[src/rtl/lfq_ram.sv]
// ----------------------------------------------------------------------------
// lfq_ram
// Generic simple dual-port RAM with one write port and one registered read
// port.
// ----------------------------------------------------------------------------
module lfq_ram #(
    parameter int WIDTH = 8,
    parameter int DEPTH = 16
) (
    input  logic                     i_clk,
    input  logic                     i_we,
    input  logic [$clog2(DEPTH)-1:0] i_waddr,
    input  logic [WIDTH-1:0]         i_wdata,
    input  logic [$clog2(DEPTH)-1:0] i_raddr,
    output logic [WIDTH-1:0]         o_rdata
);

    logic [WIDTH-1:0] r_mem [DEPTH];

    always_ff @(posedge i_clk) begin
        if (i_we) begin
            r_mem[i_waddr] <= i_wdata;
        end
        o_rdata <= r_mem[i_raddr];
    end

endmodule

[config.mk]
export PLATFORM = sky130hd
export DESIGN_NAME = lfq_ram
export DESIGN_NICKNAME = d
export VERILOG_FILES = /design/src/rtl/lfq_ram.sv
export SDC_FILE = /design/constraint.sdc
export NUM_CORES = 1
export LEC_CHECK = 0
export ABC_CLOCK_PERIOD_IN_PS = 3350
export BUFFER_PORTS_ARGS = -buffer_cell sky130_fd_sc_hd__buf_2
export CELL_PAD_IN_SITES_DETAIL_PLACEMENT = 1
export CELL_PAD_IN_SITES_GLOBAL_PLACEMENT = 2
export CORE_MARGIN = 1
export CORE_UTILIZATION = 33
export DETAILED_ROUTE_END_ITERATION = 8
export HOLD_SLACK_MARGIN = 0.12
export PLACE_DENSITY_LB_ADDON = 0.1
export SKIP_LAST_GASP = 1
export SYNTH_ARGS = -nofsm -noshare
export SYNTH_HDL_FRONTEND = slang
export SYNTH_SLANG_ARGS = --single-unit
export TNS_END_PERCENT = 10
[constraint.sdc]
create_clock -name i_clk -period 3.35 [get_ports i_clk]
set_input_delay 0.1675 -clock i_clk [delete_from_list [all_inputs] [get_ports i_clk]]
set_output_delay 0.1675 -clock i_clk [all_outputs]
set_load 0.02 [all_outputs]
==> flow_summary.ini <==
[cells_and_area]
area_delta_synth_final_pct = 19.2
fin_area_um2 = 6130
fin_cells = 479
layout_commonest_cell = edfxtp_1
layout.nets = 296
drive_gt1_share_pct = 29.9
n_antenna_cell = 0
mostFrequentLayoutCells = edfxtp_1 (128), buf_2 (25), mux4_2 (18)

[global_route]
grt_max_degree = 33
grt_usage_pct = 16.4
grt_pass1_vias = 2611
antenna_found_initial = 0
grt_pass1_wl_mm = 17.8
gr-total-overflow = 0

[sta]
fin_crit_ps = 1570
setup_violations = 0
timing.final.ws_setup_ps = 1780
relSlewSlack_pct = 29.3
rsz0062_at_grt = false
skew_ps = 7.04
worst_pin_slew_ps = 1060
report.final.slew_viol_count = 0
final_hold_viol_count = 0
fin_crit_sh_pct = 46.9
fmax_mhz = 636
setup_tns_ps = 0

[worst_setup_path]
rr_worst_depth = 3
critPathRequiredTime_ps = 3650
worstSetupPathType = in -> reg
cp-startpoint = i_raddr[0]
start_kind = input pin
rrSetupSlack_ps = 1900
worstPathMaxFanout = 15
rr_startpoint = r_mem[3][7]
cp-end-kind = flop
r2r-end = o_rdata[7]
arrival_ps = 1870

[routing]
dr.first_iter.drc_count = 272
wirelength_mm = 12.0
remaining_drc_errors = 0
via_count = 2418
firstDrtPassIters = 4
post_drt_wl_per_cell_um = 25.0
via_per_inst = 5.05
ant_nets = 0

[run_status]
status = complete, no violations

[place]
port_buffers = 25
placedCellCount = 447
placed_cell_area_um2 = 5530
dp_hpwl_mm = 7.34
dp_slack_ps = 1300
place_congestion = 0.658

[logic_synthesis]
synth_fa_ha_area_share_pct = 0
ys_warn_count = 0
yosysSeqAreaShare_pct = 77.8
synth_top_family_by_area = multiplexers
syn-cell-area_um2 = 5150
syn_avg_cell_area_um2 = 22.5
synth-compound-area-share_pct = 2.33
synth_xor_area_share_pct = 0
yosys.area_share.simple_pct = 3.18
synthMuxAreaShare_pct = 15.0
ys_types = 19
postSynthCellCount = 229
ys_ff_latch = 136
syn_nets = 247

[clock_network]
cts_max_path_buffers = 2
cts_setup_buffers = 0
clk_pin_slew_ps = 60
root_buffer = clkbuf_16
cts_tree = done
htreeDepth = 4
hold_buffers = 0
worst_skew_pair.late_latency_ps = 410
cts_inserted_buffers = 17
cts.sinks = 136
cts_resized = 0

[run]
max_cap_viol_count = 0

[floorplan]
die-area_um2 = 16100
die_w_um = 127
ios = 26
rows = 45
initial_core_util_pct = 33.9
core_area_um2 = 15200
die_h_um = 127

[worst_hold_path]
hold_depth = 1
holdPathEnd = r_mem[13][2]
hold_class = in -> reg
hold_start = i_wdata[2]

[pwr]
ir_drop_mv = 0.396
power.leakage_nw = 2.07
power.density_nw_per_um2 = 650
## power breakdown
part	switching, mW	internal [mW]	total [mW]
clock network	0.662	1.22	1.88
registers	0.0105	1.90	1.91
logic	0.117	0.0730	0.190
total	0.790	3.20	3.99
## sequential cells by signal, indices dropped and copies added, names as in the netlist
signal,flops
r_mem,128
o_rdata,8
## worst max-delay path by stage
stage / end / slack [ps] / cells past startpoint
floorplan: r_mem[0][0] / 1690 / 2
global placement: o_rdata[5] / 1310 / 5
detailed placement: o_rdata[5] / 1300 / 5
CTS: o_rdata[5] / 1730 / 5
global route: o_rdata[5] / 1610 / 5
finish: o_rdata[5] / 1780 / 5
## cell families after synthesis
family / Yosys count
flops: 136
simple gates: 35
mux: 32
compound gates: 16
buf+inv: 10
## cell usage after synthesis
cell             number  area [µm²]
mux4_2               18         405
nor3_1                4        20.0
clkdlybuf4s25_2       3        30.0
nand2_1               9        33.8
nor2_1               13        48.8
nand3_1               1        5.00
nand2b_1              2        12.5
and2b_1               1        7.51
and2_1                1        6.26
edfxtp_1            128        3840
buf_6                 3        33.8
dfxtp_1               8         160
or3b_2                1        8.76
buf_2                 3        15.0
a22oi_1              16         120
mux4_1               14         368
nor2b_1               1        6.26
buf_4                 1        7.51
nand3b_1              2        15.0
## cell type report
type	count	area (µm²)
clock inverter	9	121
tap	188	235
clock buffer	23	478
sequential	136	4000
timing repair buffer	40	238
multi-input combinational	83	1060
fill	1458	9070
## per-stage QoR
stage	total power, mW	util, %	hold WS [ps]
CTS	4.04	40.3	126
detailed placement	2.15	36.4	564
finish	3.99	40.3	141
floorplan	2.06	-	266
global placement	2.14	36.4	563
global route	4.10	40.3	139
## worst max-delay path, cell delays in order
cell,delay [ps]
buf_2,430
buf_4,350
mux4_1,570
a22oi_1,260
nand2_1,80
## metal layers
layer / vias to the layer above / GRT usage (%) / routed length (µm) / share of wire, %
met5: - / 0 / 0 / 0
met4: 0 / 5.95 / 167 / 1.4
met3: 14 / 4.26 / 617 / 5.2
met2: 65 / 24.3 / 5510 / 46
met1: 1269 / 23.3 / 5660 / 47
li1: 1070 / - / - / -
Note: power is estimated with default switching activity, not from simulation.
