File: config.mk
export PLATFORM = sky130hd
export DESIGN_NAME = lfq_ctrl
export DESIGN_NICKNAME = d
export VERILOG_FILES = /design/src/rtl/lfq_pkg.sv /design/src/rtl/lfq_ctrl.sv
export SDC_FILE = /design/constraint.sdc
export NUM_CORES = 1
export LEC_CHECK = 0
export ABC_AREA = 1
export BUFFER_PORTS_ARGS = -buffer_cell sky130_fd_sc_hd__clkbuf_2
export CORE_ASPECT_RATIO = 1.75
export CORE_MARGIN = 2
export CORE_UTILIZATION = 50
export DETAILED_ROUTE_END_ITERATION = 10
export PLACE_DENSITY = 0.77
export SYNTH_ARGS = -nofsm -noshare
export SYNTH_HDL_FRONTEND = slang
export SYNTH_SLANG_ARGS = --single-unit
File: constraint.sdc
create_clock -name i_clk -period 6.5 [get_ports i_clk]
set_input_delay 0.325 -clock i_clk [delete_from_list [all_inputs] [get_ports i_clk]]
set_output_delay 0.325 -clock i_clk [all_outputs]
set_load 0.05 [all_outputs]
File: src/rtl/lfq_pkg.sv
// ----------------------------------------------------------------------------
// lfq_pkg
// Shared types, sizes, codes and helper functions of the linked FIFO queue
// with its node pool.
// ----------------------------------------------------------------------------
package lfq_pkg;

    localparam int POOL_NODES = 1024;
    localparam int DATA_WIDTH = 32;
    localparam int NODE_W     = $clog2(POOL_NODES);

    typedef logic [NODE_W-1:0]     t_node;
    typedef logic [DATA_WIDTH-1:0] t_data;

    localparam t_node LAST_NODE = t_node'(POOL_NODES - 1);
    localparam t_node HEAD_NODE = t_node'(0);

    localparam logic OP_PUSH = 1'b0;
    localparam logic OP_POP  = 1'b1;

    typedef enum logic [1:0] {
        ST_OK        = 2'd0,
        ST_POP_EMPTY = 2'd1,
        ST_POOL_FULL = 2'd2
    } t_status;

    typedef struct packed {
        logic  we;
        t_node waddr;
        t_node wdata;
        t_node raddr;
    } t_link_port;

    typedef struct packed {
        logic  we;
        t_node waddr;
        t_data wdata;
        t_node raddr;
    } t_data_port;

    function automatic t_data to_data(input logic [31:0] v);
        logic [63:0] w;
        w = {32'h0, v};
        return w[DATA_WIDTH-1:0];
    endfunction

    function automatic logic [31:0] to_word(input t_data d);
        logic signed [63:0] w;
        w = 64'(signed'(d));
        return w[31:0];
    endfunction

endpackage

File: src/rtl/lfq_ctrl.sv
// ----------------------------------------------------------------------------
// lfq_ctrl
// Sequencer of the queue: holds the free list head, the first and rear
// nodes, runs the link initialization pass and the push and pop steps.
// ----------------------------------------------------------------------------
module lfq_ctrl
    import lfq_pkg::*;
(
    input  logic        i_clk,
    input  logic        i_rst_n,
    input  logic        start,
    output logic        busy,
    input  logic        i_opcode,
    input  logic [31:0] i_value,
    output t_link_port  o_link_port,
    input  t_node       i_link_rdata,
    output t_data_port  o_data_port,
    input  t_data       i_data_rdata,
    output logic        o_done,
    output t_status     o_status,
    output logic        o_is_empty,
    output logic [31:0] o_front_value
);

    typedef enum logic [2:0] {
        S_INIT,
        S_IDLE,
        S_PUSH,
        S_POP_LINK,
        S_POP_DATA
    } t_state;

    t_state r_state;
    t_node  r_init_idx;
    logic   r_free_v;
    t_node  r_free_idx;
    logic   r_first_v;
    t_node  r_first_idx;
    t_node  r_rear;
    t_data  r_value;
    t_data  r_front;

    t_node  free_link;
    logic   accept;
    logic   pop_last;

    assign free_link = r_free_v ? r_free_idx : HEAD_NODE;
    assign accept    = start && (r_state == S_IDLE);
    assign pop_last  = accept && (i_opcode == OP_POP) && r_first_v && (r_first_idx == r_rear);
    assign busy      = (r_state != S_IDLE);

    always_comb begin
        o_link_port.we    = 1'b0;
        o_link_port.waddr = r_first_idx;
        o_link_port.wdata = free_link;
        o_link_port.raddr = (i_opcode == OP_PUSH) ? r_free_idx : r_first_idx;
        o_data_port.we    = 1'b0;
        o_data_port.waddr = r_free_idx;
        o_data_port.wdata = r_value;
        o_data_port.raddr = i_link_rdata;
        unique case (r_state)
            S_INIT: begin
                o_link_port.we    = 1'b1;
                o_link_port.waddr = r_init_idx;
                o_link_port.wdata = (r_init_idx == LAST_NODE) ? HEAD_NODE
                                                               : r_init_idx + t_node'(1);
            end
            S_IDLE: begin
                o_link_port.we = pop_last;
            end
            S_PUSH: begin
                o_link_port.we    = (r_rear != HEAD_NODE);
                o_link_port.waddr = r_rear;
                o_link_port.wdata = r_free_idx;
                o_data_port.we    = 1'b1;
            end
            S_POP_LINK: begin
                o_link_port.we = 1'b1;
            end
            S_POP_DATA: begin
            end
            default: begin
            end
        endcase
    end

    always_ff @(posedge i_clk) begin
        if (!i_rst_n) begin
            r_state     <= S_INIT;
            r_init_idx  <= HEAD_NODE;
            r_free_v    <= 1'b1;
            r_free_idx  <= t_node'(1);
            r_first_v   <= 1'b0;
            r_first_idx <= HEAD_NODE;
            r_rear      <= HEAD_NODE;
            o_done      <= 1'b0;
        end else begin
            o_done <= 1'b0;
            unique case (r_state)
                S_INIT: begin
                    r_init_idx <= r_init_idx + t_node'(1);
                    if (r_init_idx == LAST_NODE) begin
                        r_state <= S_IDLE;
                    end
                end
                S_IDLE: begin
                    if (accept) begin
                        r_value <= to_data(i_value);
                        if (i_opcode == OP_PUSH) begin
                            if (r_free_v) begin
                                r_state <= S_PUSH;
                            end else begin
                                o_done        <= 1'b1;
                                o_status      <= ST_POOL_FULL;
                                o_is_empty    <= !r_first_v;
                                o_front_value <= r_first_v ? to_word(r_front) : 32'h0;
                            end
                        end else if (!r_first_v) begin
                            o_done        <= 1'b1;
                            o_status      <= ST_POP_EMPTY;
                            o_is_empty    <= 1'b1;
                            o_front_value <= 32'h0;
                        end else if (pop_last) begin
                            r_free_v      <= 1'b1;
                            r_free_idx    <= r_first_idx;
                            r_first_v     <= 1'b0;
                            r_rear        <= HEAD_NODE;
                            o_done        <= 1'b1;
                            o_status      <= ST_OK;
                            o_is_empty    <= 1'b1;
                            o_front_value <= 32'h0;
                        end else begin
                            r_state <= S_POP_LINK;
                        end
                    end
                end
                S_PUSH: begin
                    r_free_v   <= (i_link_rdata != HEAD_NODE);
                    r_free_idx <= i_link_rdata;
                    r_rear     <= r_free_idx;
                    r_first_v  <= 1'b1;
                    o_done     <= 1'b1;
                    o_status   <= ST_OK;
                    o_is_empty <= 1'b0;
                    if (!r_first_v) begin
                        r_first_idx   <= r_free_idx;
                        r_front       <= r_value;
                        o_front_value <= to_word(r_value);
                    end else begin
                        o_front_value <= to_word(r_front);
                    end
                    r_state <= S_IDLE;
                end
                S_POP_LINK: begin
                    r_free_v    <= 1'b1;
                    r_free_idx  <= r_first_idx;
                    r_first_idx <= i_link_rdata;
                    r_state     <= S_POP_DATA;
                end
                S_POP_DATA: begin
                    r_front       <= i_data_rdata;
                    o_done        <= 1'b1;
                    o_status      <= ST_OK;
                    o_is_empty    <= 1'b0;
                    o_front_value <= to_word(i_data_rdata);
                    r_state       <= S_IDLE;
                end
                default: begin
                    r_state <= S_IDLE;
                end
            endcase
        end
    end

endmodule

==> out/qor.txt <==
outcome: finished, final reports clean
I/O pins: 199
nets@finish: 1,106
Initial DRC Count: 422
CTS resizes: 0
LEAKAGE: 3.63 nW
Clock Sinks: 145
core area: 14,200 um^2
remaining routing DRC violations: 0
Layout area overhead: 21.9%
port buffer count: 198
fin crit period: 4.00 ns
Max IR drop VDD: 0.149 mV
final setup violating endpoints: 0
CP Max Fanout: 43
Final Hold Vio Count: 0
Yosys top cell area share: 41.1%
Clk Latency, worst-skew pair: 0.42 ns
P_sw: 0.450 mW
setup_tns: 0 ns
CP required: 6.54 ns
H-tree level count: 4
Post-DRT Antenna Nets: 0
n_diodes: 0
Synth Area in XOR/XNOR: 0.364%
share of cells above drive strength 1: 24.5%
count of cell types in the netlist: 36
WHS: 0.0730 ns
initial core utilization: 50.8%
row cnt: 58
setup bufs post-CTS: 0
# hold bufs at CTS: 0
Synth area leaders: edfxtp_1, nand2_1, dfxtp_1
Mean Syn Cell Area: 8.37 um^2
ys flop type: edfxtp_1
WL per Instance: 17.0 um
Synth Area in Simple Gates: 22.2%
worst slew pin tran: 1.16 ns
Synth Instances: 864
CTS Buf Count: 17
largest family of logic cells by synthesized area: simple AND/OR/NAND/NOR gates
vias in the first global route: 6,427
die area: 15,500 um^2
sequential power share: 47.6%
CTS tree: yes
post-synth top area cell: edfxtp_1
worst relative slew slack: 22.6%
number of max-cap violations: 0
clock skew: 0.00802 ns
Post-Place Cells: 1,188
adder-cell area share of the yosys netlist: 0.173%
final core occ: 61.9%
worst hold path type: input pin to register
combinational share of power: 4.2%
Chip Height: 163 um
Switching Share: 21.9%
global-route wire length before repair: 31,800 um
Final period util: 61.5%
Seq cells post-synth: 145
WL final: 20,800 um
Seq/Total Area, Yosys: 53.9%
DP HPWL: 14,200 um
internal power: 1.61 mW
fin cells: 1,220
RSZ-0062 raised after global routing: false
grt total ovfl: 0
clock buffer depth: 2
Post-synth top cells: nand2_1, edfxtp_1, o21ai_0, inv_1, a21oi_1
Post-synth EDFFs: 99
gr usage total: 27.0%
post-synthesis async set-or-reset flop share: 0%
antenna violations before repair: 0
Placement Cell Area: 8220 um^2
fmax: 250 MHz
WP data arrival: 4.03 ns
post-route cell area: 8810 um^2
startpoint types: register
TritonRoute pass-1 iters: 6
syn nets: 943
Mapped Area: 7230 um^2
most instantiated library cell after synthesis: nand2_1
largest net degree at the start of global routing: 56
Yosys warning count: 0
Reg clk slew, reported paths: 0.06 ns
Clk pwr share: 48.2%
worst setup path class: register to register
Vias: 6,808
vias per inst: 5.58
CP Capture Type: register
root buffer cell: clkbuf_16
gpl congestion: 0.943
Power per Cell Area: 234 nW/um^2
Die Span X: 94.9 um
multiplexer share of the synthesized area: 0%
Slew Viols, Final: 0
post-synthesis compound-gate area fraction: 15.1%
routing by layer:
layer / up-vias / wire length, um / part of all wire, % / GRT usage (%)
met2: 360 / 10600 / 51 / 47.1
met4: 0 / 1060 / 5.1 / 15.4
met5: - / 0 / 0 / 0
met3: 59 / 1600 / 7.7 / 5.49
li1: 3254 / - / - / -
met1: 3135 / 7530 / 36 / 29.9
cell type report:
cell class | instances | area, um^2
multi-input cells | 581 | 2760
well taps | 180 | 225
flip-flops and latches | 145 | 3890
clock inverters | 13 | 161
clock buffers | 19 | 433
fillers | 1296 | 5410
inverters | 77 | 292
repair buffers | 205 | 1040
logic make-up (layout without fill, tap and decap cells):
group,after synthesis,after routing
buffers and inverters,138,314
AND/OR/NAND/NOR,394,394
adder cells (fa/ha/maj),1,1
AO/OA/AOI/OAI,183,183
flip-flops,145,145
XOR/XNOR,3,3
path summary, 6_finish.rpt:
| check | slack (ns) | from | end | cells past startpoint |
|---|---|---|---|---|
| worst min register to register | 0.47 | r_init_idx[3]$_SDFFE_PN0P_ | r_init_idx[3]$_SDFFE_PN0P_ | 2 |
| worst min-delay path | 0.07 | i_value[27] | r_value[27]$_DFFE_PP_ | 1 |
| worst max-delay path | 2.50 | r_state[2]$_SDFFE_PN0P_ | o_front_value[1]$_DFFE_PP_ | 7 |
| worst max register to register | 2.50 | r_state[2]$_SDFFE_PN0P_ | o_front_value[1]$_DFFE_PP_ | 7 |
registers in the layout, indices dropped and copies added (netlist names):
| register | count |
|---|---|
| o_front_value | 32 |
| r_front | 32 |
| r_value | 32 |
| r_first_idx | 10 |
| r_free_idx | 10 |
| r_init_idx | 10 |
| r_rear | 10 |
| r_state | 3 |
| o_status | 2 |
| o_done | 1 |
| o_is_empty | 1 |
| r_first_v | 1 |
| r_free_v | 1 |
per-stage QoR:
step / setup WS [ns] / total power, mW
2_1_floorplan: 0.960 / 1.05
3_3_place_gp: 2.60 / 1.09
3_5_place_dp: 2.51 / 1.09
4_1_cts: 2.51 / 2.06
5_1_grt: 2.15 / 2.10
6_report: 2.50 / 2.06
layout by cell type, fill, tap and decap left out, types with 2 or more instances in the layout:
cell and instances:
o21ai_0 76, o21bai_1 2, nand3_1 36, nor2_2 4, inv_1 69, o22ai_1 3
clkbuf_16 17, o221ai_1 9, a21oi_1 53, a31oi_1 3, nand4_1 7, clkinv_4 2
dfxtp_1 46, o311ai_0 7, edfxtp_1 99, inv_2 6, clkbuf_1 2, clkinvlp_4 4
buf_4 7, clkinv_2 2, clkbuf_2 198, xnor2_1 2, bufinv_16 3, nor3_1 6
nand2_1 304, nor4_1 2, nor2_1 27, o311ai_1 27, nand2_2 2
power groups by stage:
| stage | Combinational [mW] | Clock (mW) | Sequential, mW |
|---|---|---|---|
| 2_1_floorplan | 0.0518 | 0 | 1.00 |
| 3_3_place_gp | 0.0854 | 0 | 1.00 |
| 3_5_place_dp | 0.0855 | 0 | 1.00 |
| 4_1_cts | 0.0863 | 0.997 | 0.981 |
| 5_1_grt | 0.0919 | 1.03 | 0.980 |
| 6_report | 0.0865 | 0.991 | 0.980 |
worst max-delay path, cell delays in order (launching register included):
cell	delay, ns
dfxtp_1	0.34
inv_4	0.29
nand3_2	0.69
inv_2	0.23
nor2_2	0.08
nor2_4	0.74
a21oi_1	0.24
a31oi_4	0.97
Note: power is estimated with default switching activity, not from simulation.
